$ cat src/rtl/core/hrrn_pkg.sv
`timescale 1ns / 1ps
// Shared types and constants of the response-ratio scheduler.
// Used by every module under rtl/core; depends on nothing.
package hrrn_pkg;

    localparam int MAX_PROCS = 16;
    localparam int IDX_W     = $clog2(MAX_PROCS);
    localparam int CNT_W     = $clog2(MAX_PROCS + 1);

    localparam int CMD_W   = 2;
    localparam int ID_W    = 16;
    localparam int REQ_W   = 16;
    localparam int RUN_W   = 17;
    localparam int WAIT_W  = 24;
    localparam int RTIME_W = 16;
    localparam int SLICE_W = 4;
    localparam int STAT_W  = 3;
    localparam int ACT_W   = 5;
    localparam int PROD_W  = WAIT_W + REQ_W;

    localparam int ADDR_W = 3;
    localparam int DATA_W = 32;

    localparam logic [CMD_W-1:0]   CMD_ADD     = 2'd0;
    localparam logic [CMD_W-1:0]   CMD_RUN     = 2'd1;
    localparam logic [ADDR_W-1:0]  ADDR_SLICE  = 3'd0;
    localparam logic [SLICE_W-1:0] SLICE_RESET = 4'd2;

    typedef enum logic [STAT_W-1:0] {
        ST_ADDED   = 3'd0,
        ST_RAN     = 3'd1,
        ST_FULL    = 3'd2,
        ST_ZERO    = 3'd3,
        ST_EMPTY   = 3'd4,
        ST_CLEARED = 3'd5
    } t_status;

    typedef struct packed {
        logic              valid;
        logic [ID_W-1:0]   id;
        logic [REQ_W-1:0]  req;
        logic [RUN_W-1:0]  run;
        logic [WAIT_W-1:0] wait_t;
    } t_entry;

    typedef struct packed {
        logic              add;
        logic              set_run;
        logic              set_wait;
        logic              kill;
        logic              clr_all;
        logic [IDX_W-1:0]  idx;
        logic [ID_W-1:0]   id;
        logic [REQ_W-1:0]  req;
        logic [RUN_W-1:0]  run;
        logic [WAIT_W-1:0] wait_t;
    } t_tbl_wr;

    typedef struct packed {
        logic ld_a;
        logic ld_b;
    } t_mac_op;

endpackage

$ cat src/rtl/core/hrrn_table.sv
`timescale 1ns / 1ps
// Process table: valid bits plus id, required, run and wait fields per entry.
// One write port and one read index. Depends on hrrn_pkg.
module hrrn_table import hrrn_pkg::*; (
    input  logic             i_clk,
    input  logic             i_rst_n,
    input  t_tbl_wr          i_wr,
    input  logic [IDX_W-1:0] i_rd_idx,
    output t_entry           o_rd
);

    logic [MAX_PROCS-1:0] r_valid;
    logic [ID_W-1:0]      r_id   [MAX_PROCS];
    logic [REQ_W-1:0]     r_req  [MAX_PROCS];
    logic [RUN_W-1:0]     r_run  [MAX_PROCS];
    logic [WAIT_W-1:0]    r_wait [MAX_PROCS];

    always_ff @(posedge i_clk) begin
        if (i_wr.add) begin
            r_id[i_wr.idx]   <= i_wr.id;
            r_req[i_wr.idx]  <= i_wr.req;
            r_run[i_wr.idx]  <= '0;
            r_wait[i_wr.idx] <= '0;
        end
        if (i_wr.set_run) begin
            r_run[i_wr.idx] <= i_wr.run;
        end
        if (i_wr.set_wait) begin
            r_wait[i_wr.idx] <= i_wr.wait_t;
        end
        if (!i_rst_n) begin
            r_valid <= '0;
        end else if (i_wr.clr_all) begin
            r_valid <= '0;
        end else begin
            if (i_wr.add) begin
                r_valid[i_wr.idx] <= 1'b1;
            end
            if (i_wr.kill) begin
                r_valid[i_wr.idx] <= 1'b0;
            end
        end
    end

    assign o_rd.valid  = r_valid[i_rd_idx];
    assign o_rd.id     = r_id[i_rd_idx];
    assign o_rd.req    = r_req[i_rd_idx];
    assign o_rd.run    = r_run[i_rd_idx];
    assign o_rd.wait_t = r_wait[i_rd_idx];

endmodule

$ cat src/rtl/core/hrrn_mac.sv
`timescale 1ns / 1ps
// Shared cross-product unit: one 24x16 multiplier whose product is captured
// into either of two registers, and a compare of the two. Depends on hrrn_pkg.
module hrrn_mac import hrrn_pkg::*; (
    input  logic              i_clk,
    input  t_mac_op           i_op,
    input  logic [WAIT_W-1:0] i_a,
    input  logic [REQ_W-1:0]  i_b,
    output logic              o_gt
);

    logic [PROD_W-1:0] w_prod;
    logic [PROD_W-1:0] r_pa;
    logic [PROD_W-1:0] r_pb;

    assign w_prod = PROD_W'(i_a) * PROD_W'(i_b);

    always_ff @(posedge i_clk) begin
        if (i_op.ld_a) begin
            r_pa <= w_prod;
        end
        if (i_op.ld_b) begin
            r_pb <= w_prod;
        end
    end

    assign o_gt = (r_pa > r_pb);

endmodule

$ cat src/rtl/core/hrrn_seq.sv
`timescale 1ns / 1ps
// Command sequencer: decodes a request, scans the table for the best ratio,
// sweeps it to apply the slice, and holds the result register. Depends on hrrn_pkg.
module hrrn_seq import hrrn_pkg::*; (
    input  logic               i_clk,
    input  logic               i_rst_n,
    input  logic               i_s_valid,
    output logic               o_s_ready,
    input  logic [CMD_W-1:0]   i_cmd,
    input  logic [ID_W-1:0]    i_pid,
    input  logic [REQ_W-1:0]   i_req,
    output logic               o_m_valid,
    input  logic               i_m_ready,
    output t_status            o_m_status,
    output logic [ID_W-1:0]    o_m_id,
    output logic [RTIME_W-1:0] o_m_time,
    output logic               o_m_fin,
    output logic [ACT_W-1:0]   o_m_act,
    input  logic [SLICE_W-1:0] i_slice,
    output t_tbl_wr            o_tbl_wr,
    output logic [IDX_W-1:0]   o_rd_idx,
    input  t_entry             i_rd,
    output t_mac_op            o_mac_op,
    output logic [WAIT_W-1:0]  o_mac_a,
    output logic [REQ_W-1:0]   o_mac_b,
    input  logic               i_gt
);

    typedef enum logic [2:0] {
        S_IDLE,
        S_SCAN,
        S_MULB,
        S_CMP,
        S_UPD,
        S_DONE
    } t_state;

    localparam logic [IDX_W-1:0] IDX_LAST = IDX_W'(MAX_PROCS - 1);
    localparam logic [CNT_W-1:0] CNT_FULL = CNT_W'(MAX_PROCS);
    localparam logic [CNT_W-1:0] CNT_ONE  = CNT_W'(1);

    t_state               r_state, n_state;
    logic [IDX_W-1:0]     r_idx, n_idx;
    logic                 r_found, n_found;
    logic [IDX_W-1:0]     r_best, n_best;
    logic [WAIT_W-1:0]    r_best_wait, n_best_wait;
    logic [REQ_W-1:0]     r_best_req, n_best_req;
    logic [CNT_W-1:0]     r_fill, n_fill;
    logic [CNT_W-1:0]     r_act, n_act;
    t_status              r_res_status, n_res_status;
    logic [ID_W-1:0]      r_res_id, n_res_id;
    logic [RTIME_W-1:0]   r_res_time, n_res_time;
    logic                 r_res_fin, n_res_fin;
    logic                 r_m_valid, n_m_valid;
    t_status              r_m_status, n_m_status;
    logic [ID_W-1:0]      r_m_id, n_m_id;
    logic [RTIME_W-1:0]   r_m_time, n_m_time;
    logic                 r_m_fin, n_m_fin;
    logic [CNT_W-1:0]     r_m_act, n_m_act;

    logic                 w_last;
    logic [RUN_W-1:0]     w_run_sum;
    logic [WAIT_W:0]      w_wait_sum;
    logic [WAIT_W-1:0]    w_wait_sat;

    assign w_last     = (r_idx == IDX_LAST);
    assign w_run_sum  = i_rd.run + RUN_W'(i_slice);
    assign w_wait_sum = {1'b0, i_rd.wait_t} + (WAIT_W + 1)'(i_slice);
    assign w_wait_sat = w_wait_sum[WAIT_W] ? '1 : w_wait_sum[WAIT_W-1:0];

    always_comb begin
        n_state      = r_state;
        n_idx        = r_idx;
        n_found      = r_found;
        n_best       = r_best;
        n_best_wait  = r_best_wait;
        n_best_req   = r_best_req;
        n_fill       = r_fill;
        n_act        = r_act;
        n_res_status = r_res_status;
        n_res_id     = r_res_id;
        n_res_time   = r_res_time;
        n_res_fin    = r_res_fin;
        n_m_valid    = r_m_valid;
        n_m_status   = r_m_status;
        n_m_id       = r_m_id;
        n_m_time     = r_m_time;
        n_m_fin      = r_m_fin;
        n_m_act      = r_m_act;
        o_tbl_wr     = '0;
        o_tbl_wr.idx = r_idx;
        o_mac_op     = '0;
        o_mac_a      = i_rd.wait_t;
        o_mac_b      = r_best_req;

        if (r_m_valid && i_m_ready) begin
            n_m_valid = 1'b0;
        end

        case (r_state)
            S_IDLE: begin
                if (i_s_valid) begin
                    n_res_id   = '0;
                    n_res_time = '0;
                    n_res_fin  = 1'b0;
                    n_state    = S_DONE;
                    if (i_cmd[1]) begin
                        o_tbl_wr.clr_all = 1'b1;
                        n_fill           = '0;
                        n_act            = '0;
                        n_res_status     = ST_CLEARED;
                    end else if (i_cmd == CMD_ADD) begin
                        if (i_req == '0) begin
                            n_res_status = ST_ZERO;
                        end else if (r_fill == CNT_FULL) begin
                            n_res_status = ST_FULL;
                        end else begin
                            o_tbl_wr.add = 1'b1;
                            o_tbl_wr.idx = r_fill[IDX_W-1:0];
                            o_tbl_wr.id  = i_pid;
                            o_tbl_wr.req = i_req;
                            n_fill       = r_fill + CNT_ONE;
                            n_act        = r_act + CNT_ONE;
                            n_res_status = ST_ADDED;
                        end
                    end else if (r_act == '0) begin
                        n_res_status = ST_EMPTY;
                    end else begin
                        n_res_status = ST_RAN;
                        n_idx        = '0;
                        n_found      = 1'b0;
                        n_state      = S_SCAN;
                    end
                end
            end

            S_SCAN: begin
                if (i_rd.valid && r_found) begin
                    // first product: wait of candidate times required of best
                    o_mac_op.ld_a = 1'b1;
                    n_state       = S_MULB;
                end else begin
                    if (i_rd.valid) begin
                        n_found     = 1'b1;
                        n_best      = r_idx;
                        n_best_wait = i_rd.wait_t;
                        n_best_req  = i_rd.req;
                    end
                    n_idx = w_last ? '0 : r_idx + 1'b1;
                    if (w_last) begin
                        n_state = S_UPD;
                    end
                end
            end

            S_MULB: begin
                o_mac_a       = r_best_wait;
                o_mac_b       = i_rd.req;
                o_mac_op.ld_b = 1'b1;
                n_state       = S_CMP;
            end

            S_CMP: begin
                // strict compare keeps the earlier entry on a tie
                if (i_gt) begin
                    n_best      = r_idx;
                    n_best_wait = i_rd.wait_t;
                    n_best_req  = i_rd.req;
                end
                n_idx   = w_last ? '0 : r_idx + 1'b1;
                n_state = w_last ? S_UPD : S_SCAN;
            end

            S_UPD: begin
                if (i_rd.valid) begin
                    if (r_idx == r_best) begin
                        o_tbl_wr.set_run = 1'b1;
                        o_tbl_wr.run     = w_run_sum;
                        n_res_id         = i_rd.id;
                        n_res_time       = w_run_sum[RUN_W-1] ? '1 : w_run_sum[RTIME_W-1:0];
                        if (w_run_sum >= RUN_W'(i_rd.req)) begin
                            o_tbl_wr.kill = 1'b1;
                            n_res_fin     = 1'b1;
                            n_act         = r_act - CNT_ONE;
                            if (r_act == CNT_ONE) begin
                                n_fill = '0;
                            end
                        end
                    end else begin
                        o_tbl_wr.set_wait = 1'b1;
                        o_tbl_wr.wait_t   = w_wait_sat;
                    end
                end
                n_idx   = w_last ? '0 : r_idx + 1'b1;
                n_state = w_last ? S_DONE : S_UPD;
            end

            S_DONE: begin
                // hold until the result register is free
                if (!r_m_valid || i_m_ready) begin
                    n_m_valid  = 1'b1;
                    n_m_status = r_res_status;
                    n_m_id     = r_res_id;
                    n_m_time   = r_res_time;
                    n_m_fin    = r_res_fin;
                    n_m_act    = r_act;
                    n_state    = S_IDLE;
                end
            end

            default: begin
                n_state = S_IDLE;
            end
        endcase
    end

    always_ff @(posedge i_clk) begin
        r_best_wait  <= n_best_wait;
        r_best_req   <= n_best_req;
        r_best       <= n_best;
        r_res_status <= n_res_status;
        r_res_id     <= n_res_id;
        r_res_time   <= n_res_time;
        r_res_fin    <= n_res_fin;
        r_m_status   <= n_m_status;
        r_m_id       <= n_m_id;
        r_m_time     <= n_m_time;
        r_m_fin      <= n_m_fin;
        r_m_act      <= n_m_act;
        if (!i_rst_n) begin
            r_state   <= S_IDLE;
            r_idx     <= '0;
            r_found   <= 1'b0;
            r_fill    <= '0;
            r_act     <= '0;
            r_m_valid <= 1'b0;
        end else begin
            r_state   <= n_state;
            r_idx     <= n_idx;
            r_found   <= n_found;
            r_fill    <= n_fill;
            r_act     <= n_act;
            r_m_valid <= n_m_valid;
        end
    end

    assign o_s_ready  = (r_state == S_IDLE);
    assign o_rd_idx   = r_idx;
    assign o_m_valid  = r_m_valid;
    assign o_m_status = r_m_status;
    assign o_m_id     = r_m_id;
    assign o_m_time   = r_m_time;
    assign o_m_fin    = r_m_fin;
    assign o_m_act    = ACT_W'(r_m_act);

endmodule

$ cat src/rtl/core/hrrn_process_scheduler.sv
`timescale 1ns / 1ps
// Response-ratio scheduler top: stream in/out, config register, sequencer.
// Add and clear requests go straight to the done state; the result is registered
// once the output register is free. Run requests scan the table, using the shared
// 24x16 multiplier twice per compared entry, then sweep the table once.
// One request at a time; the next is taken once the current result is registered.
// Synchronous active-low reset empties the table and sets time_slice to 2.
module hrrn_process_scheduler import hrrn_pkg::*; (
    input  logic              i_clk,
    input  logic              i_rst_n,
    input  logic              i_s_tvalid,
    output logic              o_s_tready,
    input  logic [31:0]       i_s_tdata,   // process_id, required_time
    input  logic [CMD_W-1:0]  i_s_tuser,   // command
    output logic              o_m_tvalid,
    input  logic              i_m_tready,
    output logic [39:0]       o_m_tdata,   // run_id, run_time_after, finished, active_left, pad
    output logic [STAT_W-1:0] o_m_tuser,   // status
    input  logic              psel,
    input  logic              penable,
    input  logic              pwrite,
    input  logic [ADDR_W-1:0] paddr,
    input  logic [DATA_W-1:0] pwdata,
    output logic [DATA_W-1:0] prdata,
    output logic              pready
);

    logic [SLICE_W-1:0] r_slice;
    t_tbl_wr            w_tbl_wr;
    logic [IDX_W-1:0]   w_rd_idx;
    t_entry             w_rd;
    t_mac_op            w_mac_op;
    logic [WAIT_W-1:0]  w_mac_a;
    logic [REQ_W-1:0]   w_mac_b;
    logic               w_gt;
    t_status            w_status;
    logic [ID_W-1:0]    w_id;
    logic [RTIME_W-1:0] w_time;
    logic               w_fin;
    logic [ACT_W-1:0]   w_act;

    always_ff @(posedge i_clk) begin
        if (!i_rst_n) begin
            r_slice <= SLICE_RESET;
        end else if (psel && penable && pwrite && (paddr == ADDR_SLICE)) begin
            r_slice <= pwdata[SLICE_W-1:0];
        end
    end

    assign pready = 1'b1;
    assign prdata = (paddr == ADDR_SLICE) ? DATA_W'(r_slice) : '0;

    hrrn_table u_table (
        .i_clk    (i_clk),
        .i_rst_n  (i_rst_n),
        .i_wr     (w_tbl_wr),
        .i_rd_idx (w_rd_idx),
        .o_rd     (w_rd)
    );

    hrrn_mac u_mac (
        .i_clk (i_clk),
        .i_op  (w_mac_op),
        .i_a   (w_mac_a),
        .i_b   (w_mac_b),
        .o_gt  (w_gt)
    );

    hrrn_seq u_seq (
        .i_clk      (i_clk),
        .i_rst_n    (i_rst_n),
        .i_s_valid  (i_s_tvalid),
        .o_s_ready  (o_s_tready),
        .i_cmd      (i_s_tuser),
        .i_pid      (i_s_tdata[15:0]),
        .i_req      (i_s_tdata[31:16]),
        .o_m_valid  (o_m_tvalid),
        .i_m_ready  (i_m_tready),
        .o_m_status (w_status),
        .o_m_id     (w_id),
        .o_m_time   (w_time),
        .o_m_fin    (w_fin),
        .o_m_act    (w_act),
        .i_slice    (r_slice),
        .o_tbl_wr   (w_tbl_wr),
        .o_rd_idx   (w_rd_idx),
        .i_rd       (w_rd),
        .o_mac_op   (w_mac_op),
        .o_mac_a    (w_mac_a),
        .o_mac_b    (w_mac_b),
        .i_gt       (w_gt)
    );

    assign o_m_tdata = {2'b00, w_act, w_fin, w_time, w_id};
    assign o_m_tuser = w_status;

endmodule

$ cat config.mk
export PLATFORM = sky130hd
export DESIGN_NAME = hrrn_process_scheduler
export DESIGN_NICKNAME = d
export VERILOG_FILES = /design/src/rtl/core/hrrn_pkg.sv /design/src/rtl/core/hrrn_table.sv /design/src/rtl/core/hrrn_mac.sv /design/src/rtl/core/hrrn_seq.sv /design/src/rtl/core/hrrn_process_scheduler.sv
export SDC_FILE = /design/constraint.sdc
export NUM_CORES = 2
export LEC_CHECK = 0
export BUFFER_PORTS_ARGS = -buffer_cell sky130_fd_sc_hd__buf_2
export CORE_MARGIN = 8
export CORE_UTILIZATION = 45
export CTS_BUF_LIST = sky130_fd_sc_hd__clkbuf_8
export DETAILED_ROUTE_END_ITERATION = 12
export PLACE_DENSITY = 0.59
export SLEW_MARGIN = 20
export SYNTH_ARGS = -nofsm -noshare
export SYNTH_HDL_FRONTEND = slang
export SYNTH_SLANG_ARGS = --single-unit
export TNS_END_PERCENT = 20
$ cat constraint.sdc
create_clock -name i_clk -period 16.1 [get_ports i_clk]
set_clock_uncertainty 0.1 [all_clocks]
set_input_delay 1.61 -clock i_clk [delete_from_list [all_inputs] [get_ports i_clk]]
set_output_delay 1.61 -clock i_clk [all_outputs]
set_load 0.005 [all_outputs]
==> key figures <==
Outcome
  – Outcome: complete, no violations

Timing
  – Final hold viol count: 0
  – Actual slew at the worst max-slew pin: 1.17 ns
  – Total negative setup slack: 0 ns
  – FMAX: 0.0931 GHz
  – Unrepaired setup endpoints after global routing: no
  – Max-slew headroom: 22.0%
  – Final setup fails: 0
  – Slew Limit Fails: 0
  – Final period utilization: 66.7%
  – Min Tclk post-route: 10.74 ns

Clock network
  – H-tree depth: 4
  – CTS tree: done
  – Post-CTS sizing: 0
  – Setup bufs post-CTS: 0
  – # hold bufs at CTS: 0
  – Worst-path clk slew: 0.06 ns
  – Maximum clock insertion buffer count: 3
  – Clock latency on the worst-skew pair: 0.99 ns
  – CTS root buf: clkbuf_8
  – CTS buffer count: 226
  – CTS sink cnt: 1412

Setup path
  – WS Path Type: flip-flop to flip-flop
  – Worst Setup End Kind: flip-flop
  – Worst EP arrival: 11.30 ns
  – Largest stage delay, worst path: 0.80 ns
  – Slowest CP cell: buf_4
  – Crit-path max FO: 93
  – Worst Setup Start Kind: flip-flop
  – Crit path max-delay family: adder cells
  – Worst path buffer plus inverter count: 5
  – CP required: 16.66 ns
  – Most common cell on crit path: fa_1

Layout
  – Layout cells sized above 1: 20.5%
  – Area grow syn2layout: 10.9%
  – Nets: 4989
  – Fill count: 12856

Pwr
  – P per Cell Area: 170 nW/um^2
  – P_sw: 4.83 mW
  – Tot Pwr: 13.0 mW
  – P_leak: 27.5 nW
  – Sw Ratio: 37.2%
  – Combinational share of power: 42.3%
  – Sequential share of power: 35.0%
  – Int Power: 8.14 mW
  – Maximum VDD drop: 0.000390 V
  – Clock Power Share: 22.8%

Die
  – I/O Pins: 154
  – Die Width: 407 um
  – Initial Utilization: 45.3%
  – Core area: 152000 um^2
  – Die Area: 165000 um^2
  – FP Rows: 143
  – Die height: 407 um

Yosys
  – Number of flops mapped to enable cells by yosys: 1369
  – Top cell type's share of synthesized area: 59.9%
  – Post-Syn Area: 68700 um^2
  – Simple-Gate Fraction of Synth Area: 5.39%
  – Yosys reg bits: 1412
  – Synth Area in Compound Gates: 2.74%
  – Adder-Cell Fraction of Synth Area: 12.3%
  – Main combinational cell family by area after synthesis: multiplexers
  – Ys Warns: 0
  – Syn_area_per_cell: 16.4 um^2
  – Post-synth top area cell: edfxtp_1
  – Sequential fraction of the synthesis area: 61.1%
  – Xor/xnor share of the synthesized area: 0.956%
  – Distinct cells, synth: 78
  – Main synth FF type: edfxtp_1
  – Post-Synthesis Cells: 4192
  – Mux contribution to synthesized area: 13.1%
  – Synth async-reset ratio: 0%
  – Largest cells by area after synthesis: edfxtp_1, mux4_2, fa_1

Detailed routing
  – Pre-Repair DR Iteration Count: 5
  – Routed vias/inst: 5.52
  – Vias: 36668
  – Initial DRC Count: 2898
  – WL final: 166 mm
  – Final ANT Viol Nets: 0
  – DRC violations left: 0
  – Wire per inst: 25.0 um

Global route
  – Vias in the first global route: 38607
  – First-pass GRT wire length: 247 mm
  – Initial antenna violation count: 6
  – Total GRT Usage: 20.1%
  – Grt ovf: 0
  – Largest net degree at the start of global routing: 111

Job
  – MaxCap Viol Count: 0

Place
  – DPL Wire Length: 99.1 mm
  – Port bufs: 94
  – Final GP Congestion: 0.830

Min path
  – Worst hold path class: flip-flop to flip-flop
## layout by cell type (no fill, tap or decap), drive strengths merged, types with 31 or more instances in the layout
cell	count
clkinv	95
mux2i	43
xor2	35
mux4	358
inv	537
and2	91
nor2	260
nand2	289
mux2	36
fa	308
conb	31
dfxtp	43
clkbuf	234
o21ai	60
xnor2	40
buf	175
ha	182
a21oi	114
edfxtp	1369
## sequential cells by signal, indices dropped and copies added, names as in the netlist, 16 cells and up, named ones only
| signal | flops |
|---|---|
| u_table.r_id | 256 |
| u_seq.r_best_wait | 24 |
| u_seq.r_best_req | 16 |
| u_table.r_valid | 16 |
| u_table.r_run | 272 |
| u_table.r_wait | 384 |
| u_mac.r_pa | 40 |
| u_seq.r_res_id | 16 |
| u_mac.r_pb | 40 |
| u_seq.o_m_id | 16 |
| u_seq.r_res_time | 16 |
| u_seq.o_m_time | 16 |
| u_table.r_req | 256 |
## synth_stat cells, drive strengths merged, types with 4 or more instances
cell        n
a2111oi     5
a211o       4
a211oi     12
a21boi      4
a21o       29
a21oi     114
a22oi      12
a31oi      16
and2       91
and3        8
and4        4
buf       135
clkbuf     67
dfxtp      43
edfxtp   1369
fa        308
ha        182
inv       455
mux2       36
mux2i      43
mux4      358
nand2     289
nand2b     22
nand3      30
nand4      22
nor2      260
nor2b      28
nor3       21
nor3b       4
nor4        5
o2111ai     4
o211ai      4
o21a        9
o21ai      60
o21bai      8
or2        23
or3         5
xnor2      40
xor2       35
## path summary, 6_finish.rpt
| check | from | endpoint | slack, ns | depth (start not counted) |
|---|---|---|---|---|
| worst max-delay path | flip-flop | u_mac.r_pb[39] | 5.36 | 26 |
| worst min-delay path | u_seq.r_res_id[2] | u_seq.o_m_id[2] | 0.32 | 0 |
| worst max register to register | flip-flop | u_mac.r_pb[39] | 5.36 | 26 |
| worst min register to register | u_seq.r_res_id[2] | u_seq.o_m_id[2] | 0.32 | 0 |
## cell type report
cell class,count,area [um^2],share of cell area [%]
well taps,2030,2540,3.34
clock buffers,233,3210,4.21
flip-flops and latches,1412,42000,55.1
clock inverters,185,1200,1.58
repair buffers,176,1240,1.63
multi-input cells,2151,24300,31.9
diodes,3,7.51,0.00986
inverters,456,1710,2.25
## through the flow
stage	util (%)	area, um^2	cells	worst slack, ns	hold slack [ns]
floorplan	-	68800	4221	7.30	0.300
finish	50.2	76200	6646	5.36	0.317
CTS	50.1	76000	6641	5.23	0.317
global route	50.2	76100	6645	4.73	0.316
global placement	47.1	71500	6218	5.22	0.303
detailed placement	47.2	71600	6223	5.28	0.305
## power by group through the flow
stage / Clock (mW) / Sequential, mW / Combinational [mW]
global placement: 0 / 4.61 / 5.53
global route: 3.18 / 4.54 / 6.19
CTS: 3.03 / 4.54 / 5.59
floorplan: 0 / 4.60 / 4.01
detailed placement: 0 / 4.61 / 5.53
finish: 2.95 / 4.54 / 5.48
## metal layers
| layer | global-route usage (%) | wire [um] | vias to the layer above |
|---|---|---|---|
| li1 | - | - | 15885 |
| met1 | 26.6 | 68900 | 19347 |
| met4 | 6.45 | 4930 | 0 |
| met3 | 4.01 | 9820 | 289 |
| met2 | 33.7 | 82600 | 1147 |
| met5 | 0 | 0 | - |
## cells by family (layout without fill, tap and decap cells)
logic type               count (synthesis)  in the layout
buffers and inverters                  658           1050
AND/OR/NAND/NOR                        816            816
AO/OA/AOI/OAI                          302            302
flip-flops                            1412           1412
multiplexers                           437            437
XOR/XNOR                                75             75
adder cells (fa/ha/maj)                490            490
other                                    2             34
Power figures use the tool's default switching activity.
